**src/rtl/core/mrp_pkg.sv**
```systemverilog
`timescale 1ns / 1ps
// ----------------------------------------------------------------------------
// mrp_pkg: shared definitions for the MQTT receive parser
// Limits, field widths and the event and error codes seen on the result port.
// ----------------------------------------------------------------------------
package mrp_pkg;

  // Packet limits
  localparam int unsigned BODY_BYTES  = 512;
  localparam int unsigned TOPIC_BYTES = 128;

  // Field and counter widths
  localparam int BL_W    = 28;                    // remaining length, four 7-bit groups
  localparam int TOPIC_W = $clog2(TOPIC_BYTES);   // topic length below the limit
  localparam int PL_W    = 9;                     // reported payload length

  typedef logic [BL_W-1:0]    bl_t;
  typedef logic [TOPIC_W-1:0] topic_size_t;
  typedef logic [PL_W-1:0]    payload_size_t;

  // Result event codes
  typedef enum logic [1:0] {
    EV_NONE    = 2'd0,
    EV_TOPIC   = 2'd1,
    EV_PAYLOAD = 2'd2,
    EV_ERROR   = 2'd3
  } event_t;

  // Error codes
  typedef enum logic [2:0] {
    ERR_NONE      = 3'd0,
    ERR_LEN_BYTES = 3'd1,
    ERR_BODY_SIZE = 3'd2,
    ERR_TOPIC_LEN = 3'd3,
    ERR_OVERRUN   = 3'd4
  } err_t;

  localparam logic [3:0] PUBLISH_TYPE = 4'h3;

endpackage

```
**src/rtl/core/mqtt_receive_parser_unit.sv**
```systemverilog
`timescale 1ns / 1ps
// ----------------------------------------------------------------------------
// mqtt_receive_parser_unit: byte-wide MQTT 3.1.1 receive parser
// Takes one received byte per transaction and gives one result per byte:
// topic bytes, payload bytes, packet end marks and parse errors.
// ----------------------------------------------------------------------------
//
// Channel  | Handshake                  | Payload
// ---------+----------------------------+---------------------------------------
// input    | in_valid  / in_stall       | rx_byte
// result   | out_valid / out_stall      | event_res, data_byte, packet_done,
//          |                            | error_code, msg_qos, topic_length,
//          |                            | payload_length
//
// One byte is taken every clock cycle while in_stall is low; its result
// appears in the output register on the next cycle. All parsing for a byte
// is one pass of logic between the parser state and the output register.
// in_stall is raised only while the output register holds a result that the
// sink is stalling; a result taken in the same cycle frees the slot at once.
// Synchronous active-high reset returns the parser to waiting for a header
// byte and empties the output register.
//
module mqtt_receive_parser_unit (
  input  logic                        clk,
  input  logic                        rst,
  // input channel
  input  logic                        in_valid,
  output logic                        in_stall,
  input  logic [7:0]                  rx_byte,
  // result channel
  output logic                        out_valid,
  input  logic                        out_stall,
  output logic [1:0]                  event_res,
  output logic [7:0]                  data_byte,
  output logic                        packet_done,
  output logic [2:0]                  error_code,
  output logic [1:0]                  msg_qos,
  output logic [mrp_pkg::TOPIC_W-1:0] topic_length,
  output logic [mrp_pkg::PL_W-1:0]    payload_length
);

  // Parser phases
  typedef enum logic [2:0] {
    PH_IDLE,      // waiting for a fixed header byte
    PH_LEN,       // remaining length bytes
    PH_TLEN_HI,   // topic length, high byte
    PH_TLEN_LO,   // topic length, low byte
    PH_TOPIC,     // topic bytes
    PH_PID,       // packet id, skipped
    PH_PAYLOAD,   // payload bytes
    PH_SKIP       // body of a packet other than PUBLISH
  } phase_t;

  // Parser state
  phase_t                phase, phase_next;
  logic                  is_publish, is_publish_next;  // header type is PUBLISH
  logic [1:0]            qos, qos_next;                // header bits 2:1
  logic [2:0]            len_count, len_count_next;    // length bytes seen, 0..4
  mrp_pkg::bl_t          bytes_left, bytes_left_next;  // body bytes still to come
  logic [7:0]            tlen_hi, tlen_hi_next;        // topic length high byte
  mrp_pkg::topic_size_t  topic_size, topic_size_next;
  mrp_pkg::topic_size_t  topic_left, topic_left_next;
  logic [1:0]            pid_left, pid_left_next;
  mrp_pkg::payload_size_t payload_size, payload_size_next;

  // Result of the byte in flight
  mrp_pkg::event_t       ev;
  mrp_pkg::err_t         err;
  logic [7:0]            data;
  logic                  done;
  logic                  info;   // PUBLISH details are reported

  logic                  in_take;

  // Working values for the topic length check
  logic [15:0]           tlen_full;
  logic [1:0]            pid_len;
  mrp_pkg::bl_t          bl_dec;

  // Pick the next PUBLISH section from the counts after this byte
  function automatic phase_t publish_advance(mrp_pkg::topic_size_t tl, logic [1:0] pl,
                                             mrp_pkg::bl_t bl);
    phase_t p;
    if (tl != '0) begin
      p = PH_TOPIC;
    end else if (pl != '0) begin
      p = PH_PID;
    end else if (bl != '0) begin
      p = PH_PAYLOAD;
    end else begin
      p = PH_IDLE;
    end
    return p;
  endfunction

  // The output register is free, or is being emptied this cycle
  assign in_stall = out_valid & out_stall;
  assign in_take  = in_valid & ~in_stall;

  assign tlen_full = {tlen_hi, rx_byte};
  assign pid_len   = (qos != 2'd0) ? 2'd2 : 2'd0;
  assign bl_dec    = bytes_left - mrp_pkg::bl_t'(1);

  always_comb begin
    phase_next        = phase;
    is_publish_next   = is_publish;
    qos_next          = qos;
    len_count_next    = len_count;
    bytes_left_next   = bytes_left;
    tlen_hi_next      = tlen_hi;
    topic_size_next   = topic_size;
    topic_left_next   = topic_left;
    pid_left_next     = pid_left;
    payload_size_next = payload_size;
    ev                = mrp_pkg::EV_NONE;
    err               = mrp_pkg::ERR_NONE;
    data              = 8'd0;
    done              = 1'b0;
    info              = 1'b0;

    case (phase)
      PH_IDLE: begin
        is_publish_next = (rx_byte[7:4] == mrp_pkg::PUBLISH_TYPE);
        qos_next        = rx_byte[2:1];
        len_count_next  = 3'd0;
        bytes_left_next = '0;
        phase_next      = PH_LEN;
      end

      PH_LEN: begin
        if (len_count[2]) begin
          err = mrp_pkg::ERR_LEN_BYTES;
        end else begin
          // 7-bit groups, least significant first; groups never overlap
          bytes_left_next = bytes_left
                          | (mrp_pkg::bl_t'(rx_byte[6:0]) << (7 * len_count[1:0]));
          len_count_next  = len_count + 3'd1;
          if (!rx_byte[7]) begin
            if (is_publish) begin
              if (bytes_left_next > mrp_pkg::bl_t'(mrp_pkg::BODY_BYTES)) begin
                err = mrp_pkg::ERR_BODY_SIZE;
              end else if (bytes_left_next < mrp_pkg::bl_t'(2)) begin
                err = mrp_pkg::ERR_OVERRUN;
              end else begin
                phase_next = PH_TLEN_HI;
              end
            end else if (bytes_left_next == '0) begin
              done       = 1'b1;
              phase_next = PH_IDLE;
            end else begin
              phase_next = PH_SKIP;
            end
          end
        end
      end

      PH_TLEN_HI: begin
        tlen_hi_next    = rx_byte;
        bytes_left_next = bl_dec;
        phase_next      = PH_TLEN_LO;
      end

      PH_TLEN_LO: begin
        bytes_left_next = bl_dec;
        if (tlen_full >= 16'(mrp_pkg::TOPIC_BYTES)) begin
          err = mrp_pkg::ERR_TOPIC_LEN;
        end else if (mrp_pkg::bl_t'(tlen_full) + mrp_pkg::bl_t'(pid_len) > bl_dec) begin
          err = mrp_pkg::ERR_OVERRUN;
        end else begin
          topic_size_next   = tlen_full[mrp_pkg::TOPIC_W-1:0];
          topic_left_next   = tlen_full[mrp_pkg::TOPIC_W-1:0];
          pid_left_next     = pid_len;
          payload_size_next = mrp_pkg::PL_W'(bl_dec - mrp_pkg::bl_t'(tlen_full)
                                             - mrp_pkg::bl_t'(pid_len));
          info              = 1'b1;
          phase_next        = publish_advance(topic_left_next, pid_left_next, bl_dec);
          done              = (phase_next == PH_IDLE);
        end
      end

      PH_TOPIC: begin
        ev              = mrp_pkg::EV_TOPIC;
        data            = rx_byte;
        info            = 1'b1;
        topic_left_next = topic_left - mrp_pkg::topic_size_t'(1);
        bytes_left_next = bl_dec;
        phase_next      = publish_advance(topic_left_next, pid_left, bl_dec);
        done            = (phase_next == PH_IDLE);
      end

      PH_PID: begin
        info            = 1'b1;
        pid_left_next   = pid_left - 2'd1;
        bytes_left_next = bl_dec;
        phase_next      = publish_advance(topic_left, pid_left_next, bl_dec);
        done            = (phase_next == PH_IDLE);
      end

      PH_PAYLOAD: begin
        ev              = mrp_pkg::EV_PAYLOAD;
        data            = rx_byte;
        info            = 1'b1;
        bytes_left_next = bl_dec;
        phase_next      = publish_advance(topic_left, pid_left, bl_dec);
        done            = (phase_next == PH_IDLE);
      end

      PH_SKIP: begin
        bytes_left_next = bl_dec;
        if (bl_dec == '0) begin
          done       = 1'b1;
          phase_next = PH_IDLE;
        end
      end

      default: begin
        phase_next = PH_IDLE;
      end
    endcase

    // Any error ends the packet; wait for a fresh header
    if (err != mrp_pkg::ERR_NONE) begin
      ev         = mrp_pkg::EV_ERROR;
      data       = 8'd0;
      done       = 1'b1;
      info       = 1'b0;
      phase_next = PH_IDLE;
    end
  end

  // Parser state and output register
  always_ff @(posedge clk) begin
    if (rst) begin
      phase       <= PH_IDLE;
      len_count   <= 3'd0;
      bytes_left  <= '0;
      topic_left  <= '0;
      pid_left    <= 2'd0;
      out_valid   <= 1'b0;
    end else begin
      if (in_take) begin
        phase          <= phase_next;
        is_publish     <= is_publish_next;
        qos            <= qos_next;
        len_count      <= len_count_next;
        bytes_left     <= bytes_left_next;
        tlen_hi        <= tlen_hi_next;
        topic_size     <= topic_size_next;
        topic_left     <= topic_left_next;
        pid_left       <= pid_left_next;
        payload_size   <= payload_size_next;

        out_valid      <= 1'b1;
        event_res      <= ev;
        data_byte      <= data;
        packet_done    <= done;
        error_code     <= err;
        msg_qos        <= info ? qos : 2'd0;
        topic_length   <= info ? topic_size_next : '0;
        payload_length <= info ? payload_size_next : '0;
      end else if (!out_stall) begin
        out_valid <= 1'b0;
      end
    end
  end

endmodule

```
**config.mk**
```make
export PLATFORM = sky130hd
export DESIGN_NAME = mqtt_receive_parser_unit
export DESIGN_NICKNAME = d
export VERILOG_FILES = /design/src/rtl/core/mrp_pkg.sv /design/src/rtl/core/mqtt_receive_parser_unit.sv
export SDC_FILE = /design/constraint.sdc
export NUM_CORES = 1
export LEC_CHECK = 0
export BUFFER_PORTS_ARGS = -buffer_cell sky130_fd_sc_hd__buf_2
export CAP_MARGIN = 20
export CORE_UTILIZATION = 40
export DETAILED_ROUTE_END_ITERATION = 6
export GPL_ROUTABILITY_DRIVEN = 0
export GPL_TIMING_DRIVEN = 0
export SETUP_SLACK_MARGIN = 0.02
export SLEW_MARGIN = 0
export SYNTH_ARGS = -nofsm -noshare
export SYNTH_HDL_FRONTEND = slang
export SYNTH_SLANG_ARGS = --single-unit
```
**constraint.sdc**
```tcl
create_clock -name clk -period 6.3 [get_ports clk]
set_clock_uncertainty 0.1 [all_clocks]
set_input_delay 0.315 -clock clk [delete_from_list [all_inputs] [get_ports clk]]
set_output_delay 0.315 -clock clk [all_outputs]
set_load 0.01 [all_outputs]
```
==> results.cfg <==
[setup_path]
path_max_fanout = 10
required_ns = 6.33
worstPathCellList = clkbuf_1, inv_1, ha_1, clkbuf_1, nand2_1, xor2_1, ha_1, o21a_1, a21oi_1, a2111oi_0, o21ai_0, o211ai_1, a31oi_1, clkbuf_1, a22oi_1, o41ai_1
slowest_delay_ns = 0.47
cp_common_cell = clkbuf_1
cp-end-kind = register
cp.arrival_ns = 4.94
start_kind = register
critPathTopFamily = compound AO/OA/AOI/OAI gates
critPathSlowestCell = clkbuf_1
cp_num_buf_inv = 4
path_class = reg2reg

[power]
powerDensity_nw_per_um2 = 265.2
fin_total_pwr_mw = 2.080
p_leak_nw = 2.996
ir_drop_mv = 0.1433

[detailed_routing]
drtPass1Iterations = 5
viasPerCell = 5.895
wire_per_inst_um = 19.17
drt_iter0_markers = 623
drtAntennaViolNets = 0
wirelength_um = 20910
num_vias = 6431
drc = 0

[status]
outcome = finished, final reports clean

[cells_and_area]
finalNetCount = 915
drive_above_1_share = 0.1155
finalInstanceArea_sq_um = 7844
final.fill_count = 1722
antenna_cells = 0
area_growth_pct = 11.75

[clock_network]
clockBufferDepth = 2
cts_made_buffers = 9
insertion_delay_ns = 0.37
post_cts_resized = 0
postCtsHoldBufs = 0
cts_setup_buffers = 0
cts.reportedPaths.clkPinSlew_ns = 0.08
clock-sinks = 103
h-tree-depth = 3
cts_tree = yes
root_buffer = clkbuf_16

[logic_synthesis]
synth_seq_cells = 103
synth.top_cell.area_share = 0.2524
yosys_warnings = 0
synth_cell_type_count = 75
syn_avg_cell_area_sq_um = 8.730
synth_most_common_cell = nor2_1
yosysTopAreaCell = edfxtp_1
synth_fp_nets = 858
muxShareOfSynthArea = 0.01390
synth-xor-area-share = 0.04617
yosys.area_share.simple = 0.2057
synthArstFlopShare = 0
synthTopCellsByArea = edfxtp_1 25%, dfxtp_1 13%, ha_1 7.3%, nor2_1 4.7%, a21oi_1 4.2%
synth_cells = 804
yosys-top-cells-count = 87 x nor2_1, 59 x a21oi_1, 59 x edfxtp_1, 57 x nand2_1, 45 x clkbuf_1
ys_seq_area_frac = 0.3779
synth-compound-area-share = 0.2228
synth_edf_count = 59
synth_top_family_by_area = compound AO/OA/AOI/OAI gates
synthAdderAreaFrac = 0.07594
syn_area_sq_um = 7019
synth-main-ff-cell = edfxtp_1

[global_routing]
grt.overflow.total = 0
track_usage = 0.2392
grt_pass1_vias = 5795
grt_pass1_wl_um = 32860
antenna_found_initial = 0
grt_max_degree = 29

[sta]
setup-tns-final_ns = 0
period_needed_ns = 4.909
finalCritPeriodShare = 0.7792
max_slew_margin = 0.3718
setup_viol = 0
max_slew.worst_pin.slew_ns = 0.9337
worst_slack_ns = 1.391
fmax_mhz = 203.7
final_hold_viol_count = 0
drv_slew = 0
rsz0062_at_grt = false

[placed_design]
port_buffers = 45
place_area_sq_um = 7553
dpl_worst_slack_ns = 1.158
dp_hpwl_um = 15460

[hold_path]
hold_path_class = in2reg

[floorplanning]
fp.coreArea_sq_um = 17240
io_pins = 46
die-area_sq_um = 18080
die_h_um = 134.5
initial_core_util = 0.4072
fp-row-count = 48
die_w_um = 134.5

[flow_run]
maxCapViolCount = 0
-- metrics by stage --
| stage | std cells | utilization | hold WS (ns) |
|---|---|---|---|
| floorplan | 804 | - | 0.3139 |
| global placement | 1074 | 0.4366 | 0.3604 |
| detailed placement | 1075 | 0.4382 | 0.3665 |
| CTS | 1091 | 0.4551 | 0.05080 |
| global route | 1091 | 0.4551 | 0.05434 |
| finish | 1091 | 0.4551 | 0.06307 |
-- routing by layer --
layer / vias up / track usage / part of all wire
met4: 0 / 0.07990 / 0.020
met3: 33 / 0.04429 / 0.068
met5: - / 0 / 0
met2: 272 / 0.3860 / 0.46
met1: 3021 / 0.3223 / 0.45
li1: 3105 / - / -
-- report_power, final --
| part | switching (mW) | leakage, nW | total, mW | internal [mW] |
|---|---|---|---|---|
| Clock | 0.283 | 0.145 | 0.561 | 0.278 |
| Sequential | 0.0227 | 0.917 | 0.766 | 0.743 |
| Combinational | 0.486 | 1.93 | 0.753 | 0.267 |
-- path summary, 6_finish.rpt --
path / from / endpoint / slack [ns] / cells after the start
hold / removal: rx_byte[7] / tlen_hi[7]$_DFFE_PP_ / 0.06 / 1
setup / recovery: bytes_left[0]$_SDFFE_PP0P_ / packet_done$_SDFFCE_PP1P_ / 1.39 / 16
setup reg to reg: bytes_left[0]$_SDFFE_PP0P_ / packet_done$_SDFFCE_PP1P_ / 1.39 / 16
hold reg to reg: topic_left[1]$_SDFFE_PP0P_ / topic_left[1]$_SDFFE_PP0P_ / 0.38 / 2
-- cells in the final DEF (no fill, tap or decap), drive strengths merged, types with 17 or more instances in the layout --
| master | n |
|---|---|
| nand3 | 25 |
| nor3 | 22 |
| buf | 61 |
| ha | 41 |
| o21ai | 44 |
| inv | 37 |
| nand4 | 17 |
| dfxtp | 44 |
| a21oi | 59 |
| nor2 | 87 |
| o21a | 20 |
| edfxtp | 59 |
| clkbuf | 55 |
| xnor2 | 22 |
| nand2 | 57 |
-- logic make-up after synthesis --
logic type / Yosys count
multiplexers: 9
AO/OA/AOI/OAI: 234
AND/OR/NAND/NOR: 284
flip-flops: 103
XOR/XNOR: 37
adder cells (fa/ha/maj): 42
buffers and inverters: 95
-- cell type report --
| type | instances | area [sq um] | share of cell area |
|---|---|---|---|
| inverters | 34 | 127.6 | 0.01627 |
| multi-input cells | 606 | 3970 | 0.5061 |
| well taps | 225 | 281.5 | 0.03589 |
| repair buffers | 46 | 245.2 | 0.03126 |
| clock inverters | 7 | 65.06 | 0.008295 |
| plain buffers | 61 | 276.5 | 0.03525 |
| clock buffers | 9 | 225.2 | 0.02871 |
| flip-flops and latches | 103 | 2653 | 0.3382 |
-- state kept, by name (all words and copies together) (netlist names), 7 cells and up --
| name | cells |
|---|---|
| bytes_left | 28 |
| payload_length | 9 |
| payload_size | 9 |
| data_byte | 8 |
| tlen_hi | 8 |
| topic_left | 7 |
| topic_length | 7 |
| topic_size | 7 |
-- worst reg2reg max path: stages, from the launching register on --
cell       delay [ns]
dfxtp_1          0.33
clkbuf_1         0.19
inv_1            0.12
ha_1             0.26
clkbuf_1         0.44
nand2_1          0.29
xor2_1           0.42
ha_1             0.32
o21a_1           0.17
a21oi_1          0.20
a2111oi_0        0.09
o21ai_0          0.18
o211ai_1         0.22
a31oi_1          0.31
clkbuf_1         0.47
a22oi_1          0.17
o41ai_1          0.39
Power figures use the tool's default switching activity.
